$ cat src/rtl/swlm_front.sv
// Front part: takes samples in, forms the magnitude and its square.
// Feeds swlm_fifo; uses no package items.
module swlm_front #(
	parameter int SB = 24
) (
	input  logic              clk,
	input  logic              arst_n,
	input  logic              in_valid,
	output logic              in_ready,
	input  logic [SB-1:0]     sample_in,
	input  logic              full,
	output logic              push,
	output logic [2*SB-2:0]   push_data
);
	logic [SB-1:0]   smp_s1;
	logic            vld_s1;
	logic [SB-1:0]   mag;
	logic [2*SB-1:0] sq;

	assign push     = vld_s1 && !full;
	assign in_ready = !vld_s1 || !full;

	always_comb begin
		mag       = smp_s1[SB-1] ? (SB'(~smp_s1) + SB'(1)) : smp_s1;
		sq        = (2*SB)'(mag) * (2*SB)'(mag);
		push_data = sq[2*SB-2:0];
	end

	always_ff @(posedge clk or negedge arst_n) begin
		if (!arst_n) begin
			vld_s1 <= 1'b0;
		end else if (in_ready) begin
			vld_s1 <= in_valid;
		end
	end

	always_ff @(posedge clk) begin
		if (in_ready && in_valid) begin
			smp_s1 <= sample_in;
		end
	end

endmodule

$ cat config.mk
export PLATFORM = sky130hd
export DESIGN_NAME = swlm_front
export DESIGN_NICKNAME = d
export VERILOG_FILES = /design/src/rtl/swlm_front.sv
export SDC_FILE = /design/constraint.sdc
export NUM_CORES = 1
export LEC_CHECK = 0
export BUFFER_PORTS_ARGS = -buffer_cell sky130_fd_sc_hd__buf_2
export CAP_MARGIN = 20
export CORE_MARGIN = 1
export CORE_UTILIZATION = 50
export DETAILED_ROUTE_END_ITERATION = 8
export PLACE_DENSITY = 0.66
export SETUP_SLACK_MARGIN = 0.05
export SLEW_MARGIN = 40
export SYNTH_ARGS = -nofsm -noshare
export SYNTH_HDL_FRONTEND = slang
export SYNTH_SLANG_ARGS = --single-unit
$ cat constraint.sdc
create_clock -name clk -period 13.2 [get_ports clk]
set_input_delay 2.64 -clock clk [delete_from_list [all_inputs] [get_ports clk]]
set_output_delay 2.64 -clock clk [all_outputs]
set_load 0.03 [all_outputs]
---- Yosys cells after proc, flatten, opt, wreduce, memory -nomap -nowiden ----
Cells that the tools add are included.
storage, ports and cells
  output and inout bits ................... 49
  bits in registers ....................... 25
  word-level logic and storage cells ...... 11
  input bits .............................. 28
cells by class
  add/sub/neg operators ................... 1
  multiply operators ...................... 1
  mux-type cells .......................... 1
  bitwise gates (word level) .............. 1
  reduce and logical (&&, ||, !) cells .... 5
operator list
  cell                                            number
  multiplier 24 x 24 -> 47 bit                    1
  adder 24 x 1 -> 24 bit (second input constant)  1
  2-to-1 mux 24 bit                               1
  NOT 24 bit                                      1
  logical AND 1 bit                               2
  logical NOT 1 bit                               2
  logical OR 1 bit                                1

---- Longest topological paths before layout ----
  word-level depth ........................ 4
  depth in mapped cells ................... 35

---- Worst setup path after synthesis ----
Ideal clock, no wire load.
  path kind ............................... reg-to-output
  start point ............................. reg smp_s1[0]
  end point ............................... out push_data[44]
  cell stages (with the launch flop) ...... 29
  path slack .............................. 1642 ps
  arrival time ............................ 8918 ps
  data required time ...................... 10560 ps
  buffers on the path ..................... 3
  path through ............................ edfxtp_1 clkbuf_1 inv_1 clkbuf_1 ha_1 and3b_1 nand3_1 o21ai_0 xnor2_1 clkbuf_1 nand2_1 fa_1 inv_1 fa_1 fa_1 fa_1 inv_1 fa_1 inv_1 fa_1 fa_1 ha_1 nand2_1 o21a_1 a2111oi_0 nand3_1 o2111ai_1 a41oi_1 o311ai_0
between the ends
  word-level cells in the longest chain between the ends .. 4
RTL lines
  item                              RTL line  text
  start, declared                   15        logic [SB-1:0] smp_s1;
  start signal, assigned            39        smp_s1 <= sample_in;
  NOT 24 bit                        24        mag = smp_s1[SB-1] ? (SB'(~smp_s1) + SB'(1)) : smp_s1;
  adder 24 x 1 -> 24 bit            24
  2-to-1 mux 24 bit (*)             24
  multiplier 24 x 24 -> 47 bit (*)  25        sq = (2*SB)'(mag) * (2*SB)'(mag);
  end, declared                     13        output logic [2*SB-2:0] push_data
Every way passes the cells marked *; elsewhere a longest branch is shown, timed or not.

---- Worst setup path in the final report ----
Ends and elaborated chain as after synthesis.

==> key figures <==
Routing
  – Number of remaining DRC errors: 0
  – Via Count: about 13000
  – WL final: 44.6 mm
  – Final ANT Viol Nets: 0
  – First-iteration detailed-routing DRC count: roughly 850
  – Drt pass-1 iters: 8
  – Post-DR wirelength/cell: approximately 19 um
  – Vias per cell: 5.23

Logic synthesis
  – Primary FF master, synth: edfxtp_1
  – Synth area leaders: fa_1, inv_1, ha_1
  – Ys Warns: 0
  – Synthesized area: ~17000 um^2
  – Post-synth EDFFs: 24
  – Cells after synthesis: 1885
  – Top cell type's share of synthesized area: about half
  – Sequential cell area fraction in the yosys report: 4.31%
  – Avg Inst Size Synth: roughly 9.2 um^2
  – Synth Register Bits: 25
  – Library cells used by synthesis: 80
  – Post-synth ARST share: 4.00%
  – Synth area leader: fa_1

Critical path
  – Critical Path Slowest Stage Cell: a2111oi_0
  – Worst-path fanout max: 16
  – Critical path class: flip-flop to primary output
  – CP required: between 10000 and 15000 ps
  – CP bufs+invs: 8
  – CP endpoint kind: primary output
  – Arr. time, crit path: between 9000 and 10000 ps
  – Worst path most repeated cell: fa_1
  – CP max stage delay: around 640 ps
  – R2r setup slk: approximately 12000 ps
  – Setup crit start kind: flip-flop
  – Top Family by Delay on Critical Path: adder cells

Timing
  – Worst slew margin: between 40% and 50%
  – Final setup TNS: 0 ps
  – Final min period: roughly 12000 ps
  – Final worst path period share: 93.9%
  – Slew Viols, Final: 0
  – Final Hold Violating Endpoints: 0
  – WHS: around 520 ps
  – Finish-stage setup viols: 0
  – Clock Skews: about 0.65 ps
  – Highest Clock Rate: slightly above 80 MHz
  – Slew @ Worst Pin: 835 ps
  – RSZ-0062 raised after global routing: no

Place
  – IO Port Bufs: 75
  – Gpl congestion: 0.964
  – Dpl hpwl: 38.4 mm

Final layout
  – Synthesis-to-layout area growth: 6.14%
  – # diodes: 0
  – Final #Nets: between 2000 and 3000
  – Most frequent cells in the layout: inv_1, fa_1, nand2_1
  – Commonest non-fill, non-tap cell in the layout: inv_1
  – Post-layout util: 54.4%
  – Share of layout cells above drive strength 1: 7.36%

Die
  – Core Region: around 34000 um^2
  – Die area: 35300 um^2
  – Die Wd: roughly 190 um
  – Row Count: between 60 and 70
  – Initial core utilization: between 50% and 60%
  – I/O pins: 77
  – Die height: around 190 um

Run status
  – Outcome: completed

Hold path
  – Hold crit path type: flip-flop to flip-flop

Global route
  – GRT Overall Usage: a little over a quarter
  – Global-route wire length before repair: between 70 and 80 mm
  – Largest net degree at the start of global routing: 27
  – Vias in the first global route: 13900
  – Initial antenna violation count: 0
  – Routing usage on met3: about 5.7%
  – Total gr overflow: 0
  – Most crowded layer after global routing: met2
  – Routing usage on met1: about 35%
  – M2 GR Usage: a little under half

CTS
  – Post-CTS sizing: 0
  – Clk root buf: clkbuf_16
  – H-Tree Depth: 1
  – CTS buffer count: 3
  – Setup bufs post-CTS: 0
  – Clock sink count: 25
  – CTS tree: done
  – Hold buffers post-CTS: 0
  – CTS clk-pin slew, worst paths: approximately 60 ps
  – Clock Latency Late Sink: 250 ps
  – CTS Buffer Depth: 2

Flow run
  – Max-cap violation count: 0
-- path summary, 6_finish.rpt --
kind	to	depth (start not counted)	start
max in group asynchronous	vld_s1	1	arst_n
min in group asynchronous	vld_s1	1	arst_n
setup reg to reg	smp_s1[18]	2	vld_s1
setup / recovery	push_data[44]	27	smp_s1[0]
hold reg to reg	vld_s1	2	vld_s1
hold / removal	vld_s1	2	vld_s1
-- cells by family (layout without fill, tap and decap cells) --
group	Yosys count	after routing	share of synthesized area, %
buffers and inverters	625	680	13.9
adder cells (fa/ha/maj)	593	593	61.3
XOR/XNOR	69	69	3.54
AO/OA/AOI/OAI	158	158	6.28
multiplexers	4	4	0.239
other	2	18	0.0434
flip-flops	25	25	4.31
AND/OR/NAND/NOR	409	409	10.4
-- per-layer routing --
layer / share of wire [%] / vias up
met5: 0 / -
met4: 3.1 / 0
met3: 8.3 / 91
met2: 48 / 429
met1: 40 / 6349
li1: - / 5695
-- worst reg2reg max path, stage by stage (launching register included) --
cell and delay (ps):
dfrtp_1 370, nand2_1 90, and2_2 500
-- cells in the mapped netlist (5+ instances only) --
library cell,n
a211oi_1,6
a21o_1,16
a21oi_1,46
a31oi_1,5
and3_1,6
buf_2,8
buf_4,7
clkbuf_1,33
clkinv_1,5
edfxtp_1,24
fa_1,425
ha_1,168
inv_1,565
nand2_1,182
nand2b_1,5
nand3_1,12
nor2_1,141
nor2b_1,6
nor3_1,12
o21a_1,7
o21ai_0,30
o31ai_1,7
xnor2_1,45
xor2_1,23
-- state kept, by name, summed over array words and instances (netlist names) --
| signal | cells |
|---|---|
| smp_s1 | 24 |
| vld_s1 | 1 |
-- stage by stage --
stage                     worst slack, ps  cells  area, um^2
after floorplan                      1640   1901       17400
after global placement               1150   2400       18300
after detailed placement             1010   2400       18300
after CTS                             674   2404       18300
after global routing                  134   2404       18400
final                                 802   2404       18400
-- cell type report --
cell class / count / area (um^2)
clock buffers: 4 / 78.8
well taps: 448 / 561
inverters: 573 / 2150
multi-input cells: 1251 / 14200
repair buffers: 103 / 586
fillers: 3128 / 15400
flip-flops and latches: 25 / 746
Power is left out: the tool's default activity adds up to more than one toggle a clock period on the data nets, which glitch-free logic cannot reach.
