File: src/rtl/swlm_fifo.sv
// Two entry queue between the front part and the back part of the meter.
// Depends on nothing but the clock and reset.
module swlm_fifo #(
	parameter int W = 47
) (
	input  logic         clk,
	input  logic         arst_n,
	input  logic         push,
	input  logic [W-1:0] wdata,
	input  logic         pop,
	output logic [W-1:0] rdata,
	output logic         full,
	output logic         empty
);
	logic [W-1:0] ent_q [2];
	logic         wr_q;
	logic         rd_q;
	logic [1:0]   cnt_q;

	assign full  = (cnt_q == 2'd2);
	assign empty = (cnt_q == 2'd0);
	assign rdata = ent_q[rd_q];

	always_ff @(posedge clk or negedge arst_n) begin
		if (!arst_n) begin
			wr_q  <= 1'b0;
			rd_q  <= 1'b0;
			cnt_q <= 2'd0;
		end else begin
			if (push) begin
				wr_q <= ~wr_q;
			end
			if (pop) begin
				rd_q <= ~rd_q;
			end
			if (push && !pop) begin
				cnt_q <= cnt_q + 2'd1;
			end else if (pop && !push) begin
				cnt_q <= cnt_q - 2'd1;
			end
		end
	end

	always_ff @(posedge clk) begin
		if (push) begin
			ent_q[wr_q] <= wdata;
		end
	end

endmodule

File: config.mk
export PLATFORM = sky130hd
export DESIGN_NAME = swlm_fifo
export DESIGN_NICKNAME = d
export VERILOG_FILES = /design/src/rtl/swlm_fifo.sv
export SDC_FILE = /design/constraint.sdc
export NUM_CORES = 1
export LEC_CHECK = 0
export CORE_ASPECT_RATIO = 0.7
export CORE_UTILIZATION = 32
export DETAILED_ROUTE_END_ITERATION = 8
export DONT_BUFFER_PORTS = 1
export PLACE_DENSITY_LB_ADDON = 0.15
export SETUP_SLACK_MARGIN = 0.1
export SLEW_MARGIN = 10
export SYNTH_ARGS = -nofsm -noshare
export SYNTH_HDL_FRONTEND = slang
export SYNTH_SLANG_ARGS = --single-unit
File: constraint.sdc
create_clock -name clk -period 3.2 [get_ports clk]
set_input_delay 0.16 -clock clk [delete_from_list [all_inputs] [get_ports clk]]
set_output_delay 0.16 -clock clk [all_outputs]
set_load 0.005 [all_outputs]
Word level (Yosys, flattened, before mapping)

Memory sizes are Yosys's and may differ from the RTL's.
Cells that the tools add are included.

Equality and inequality tests: 1
Order comparisons: 0
Mux-type cells: 4
Shifts and indexed selects: 0
Reduce and logical (&&, ||, !) cells: 6
Divide/modulo/power cells: 0
Add/sub/neg operators: 2
Bitwise operators: 2
Multipliers: 0

Operators with widths:

| operator                                         | count |
|---|---|
| two-way mux 2 bit                                | 2 |
| adder 2 x 1 -> 2 bit, second input constant      | 1 |
| equality test 2 bit, second input constant       | 1 |
| logical AND 1 bit                                | 2 |
| logical NOT 1 bit                                | 2 |
| logical NOT 2 bit                                | 1 |
| two-way mux 1 bit                                | 2 |
| inverter 1 bit                                   | 2 |
| nonzero test 2 bit                               | 1 |
| subtractor 2 x 1 -> 2 bit, second input constant | 1 |

Output and inout port bits: 49
ROM bits: 0
Bits in writable memories: 94
Latch bits: 0
Input port bits: 51
Memories: 1
Word-level logic and storage cells: 19
Bits in registers: 4

Memories:

| name  | depth | bits a word | rd ports | clocked after memory_dff | write ports | RTL line | source |
|---|---|---|---|---|---|---|---|
| ent_q | 2     | 47          | 1        | 0                        | 1           | 15       | `logic [W-1:0] ent_q [2];` |

Depth between registers and ports, before layout

Depth after elaboration: 4
Mapped depth: 5
Depth with buffers taken out: 5

Least setup slack after synthesis

Ideal clock, no wire load.

Kind: register -> register
Start point: register wr_q
End point: memory ent_q[0][0], enable pin
Setup time: 0.457 ns
Slack: 0.242 ns
Arrival: 2.501 ns
Stages on the path, launching flop included: 2
Path buffers: 0
Data required time: 2.743 ns
Clock period less this slack: 2.958 ns
Cell sequence: dfrtp_1 nor2b_1

RTL lines:

| element                  | RTL line | source |
|---|---|---|
| start: declaration       | 16       | `logic wr_q;` |
| start signal: assignment | 31       | `wr_q <= ~wr_q;` |
| end: declaration         | 15       |  |

Straight into the memory's write port.

Final worst setup path

Start point: register rd_q
End point: output port rdata[24]

Cells in the longest elaborated chain, start to end: 1

Ends and longest elaborated chain:

| element                  | RTL line | source |
|---|---|---|
| start: declaration       | 17       | `logic rd_q;` |
| start signal: assignment | 34       | `rd_q <= ~rd_q;` |
| memory read (2 x 47 bit) | n/a      |  |
| end: declaration         | 11       | `output logic [W-1:0] rdata,` |

No other way between the ends.

==> flow_metrics.tcl <==
set metrics [dict create \
    avgSynthCellArea_um2 22.6 \
    place.gp.congestion 0.648 \
    viasPerCell 4.28 \
    clock-sinks 98 \
    clk_pin_slew_ns 0.06 \
    multi_input_area_um2 696 \
    grt_pass1_vias 1772 \
    drive_gt1_share_pct 29.1 \
    power.total_mw 3.60 \
    fill_cells 988 \
    cp.arrival_ns 2.00 \
    fp.coreArea_um2 11100 \
    syn-num-nets 214 \
    synth_fa_ha_area_share_pct 0.342 \
    skew_ns 0.00341 \
    dieWidth_um 130 \
    root_buffer "clkbuf_16" \
    drt_wl_total_mm 6.02 \
    setup_ws_ns 1.04 \
    htree_levels 3 \
    p_per_area_nw_per_um2 783 \
    synth_top_cell_area_share_pct 77.2 \
    drt_iter0_markers 74 \
    synth_top_family_by_area "multiplexers" \
    postRouteAntennaNets 0 \
    start_util_pct 33.1 \
    dp_slack_ns 1.33 \
    clk_path_buf_depth 2 \
    synth_compound_area_share_pct 0 \
    grt_max_degree 48 \
    max_cap_violations 0 \
    cts_setup_buffers 0 \
    synth.largest_area_cell "edfxtp_1" \
    final_cell_mix "edfxtp_1, dlygate4sd3_1, mux2_2" \
    yosys_warnings 0 \
    mostFrequentLayoutCell "edfxtp_1" \
    setup_viol 0 \
    routed.top_layer "met4" \
    worstSkewPairLatency_ns 0.33 \
    cts_tree "done" \
    cp_max_fo 39 \
    syn_inst 162 \
    leakagePower_nw 1.60 \
    grt_setup_unrepaired "false" \
    antenna-diode-count 0 \
    ys_top_cells_by_area "edfxtp_1, mux2_2, mux2_4" \
    slew_headroom_pct 22.2 \
    yosys_register_bits 98 \
    timing.fmax_ghz 0.463 \
    die_area_um2 11900 \
    vias 1628 \
    synth_xor_area_share_pct 1.20 \
    cp-end-kind "primary output" \
    startpoint_type "flop" \
    overflow 0 \
    period_minus_slack_ns 2.16 \
    met3_length_um 441 \
    status "completed" \
    ios 100 \
    cts_buffers 9 \
    synth-simple-area-share_pct 0.718 \
    port_buffers 0 \
    worstHoldPathType "input port to flop" \
    cts_hold_buf 50 \
    area_delta_synth_final_pct 26.0 \
    routed-wl-met2_mm 3.04 \
    muxShareOfSynthArea_pct 16.5 \
    drv_slew 0 \
    required_ns 3.04 \
    worst_slew_pin_slew_ns 1.17 \
    synth_area_um2 3660 \
    critPathKind "flop to primary output" \
    die_h_um 91.4 \
    regArea_um2 2920 \
    yosysSeqAreaShare_pct 79.9 \
    routedWlPerCell_um 15.9 \
    dr.pass1.iters 4 \
    ys_types 13 \
    final_cells 380 \
    grt_usage_pct 11.0 \
    nets 274 \
    hold_viol 0 \
    grt_antenna_before_repair 0 \
    wirelength_met1_mm 2.44 \
    placed_cells 314 \
    cts_resized 0 \
    min_period_over_period_pct 67.5 \
    grt_pass1_wl_mm 9.40 \
    ir_worst_vdd_mv 0.399 \
    drc_errors 0 \
    setup_tns_ns 0 \
    rows 32 \
]
worst paths after layout:
check,startpoint,end,slack (ns),depth (start not counted)
worst max-delay path,rd_q$_DFFE_PN0P_,rdata[24],1.04,2
worst min-delay path,push,cnt_q[0]$_DFFE_PN0P_,0.08,2
worst max register to register,wr_q$_DFFE_PN0P_,ent_q[0][21]$_DFFE_PP_,1.41,2
worst min register to register,cnt_q[1]$_DFFE_PN0P_,cnt_q[1]$_DFFE_PN0P_,0.50,1
max in group asynchronous,arst_n,rd_q$_DFFE_PN0P_,2.91,1
min in group asynchronous,arst_n,cnt_q[1]$_DFFE_PN0P_,0.10,1
cells in the mapped netlist:
cell	number
buf_6	3
mux2_4	20
mux2_2	27
ha_1	1
edfxtp_1	94
dfrtp_1	4
and2_1	1
xnor2_1	1
nor2_1	2
inv_1	1
xor2_1	4
buf_2	2
nor2b_1	2
registers in the layout (all words and copies together), names as in the netlist:
register  cells
cnt_q         2
ent_q        94
rd_q          1
wr_q          1
stage by stage:
stage                     cell area [µm²]  utilization (%)  hold slack [ns]
after floorplan                      3660                -           -0.136
after global routing                 4610             41.7           0.0881
after global placement               3840             34.8           -0.135
final                                4610             41.7           0.0816
after detailed placement             3840             34.8           -0.135
after CTS                            4610             41.7           0.0737
critical path, stage by stage, from the launching register on:
cell and delay (ns):
dfrtp_2 1.00, buf_4 0.32, mux2_4 0.32
final cells by class:
class | count | share of cell area, %
Tap cell | 153 | 4.16
Sequential cell | 98 | 63.5
Clock inverter | 7 | 0.788
Timing Repair Buffer | 54 | 11.5
Inverter | 1 | 0.0815
Clock buffer | 9 | 4.89
Multi-Input combinational cell | 58 | 15.1
kinds of logic (layout without fill, tap and decap cells):
group         Yosys count  after routing
xor+xnor                5              5
fa+ha+maj               1              1
buf+inv                 6             71
flops                  98             98
mux                    47             47
simple gates            5              5
routing by layer:
metal / track usage (%) / vias up
met2: 18.4 / 59
met4: 5.23 / 0
met5: 0 / -
li1: - / 752
met3: 4.42 / 14
met1: 12.2 / 803
report_power, final:
part	switching [mW]	internal, mW	total, mW
Combinational	0.352	0.437	0.789
Sequential	0.176	1.71	1.88
Clock	0.416	0.515	0.931
Total	0.944	2.66	3.60
No activity file was read; power rests on OpenSTA's default activity.
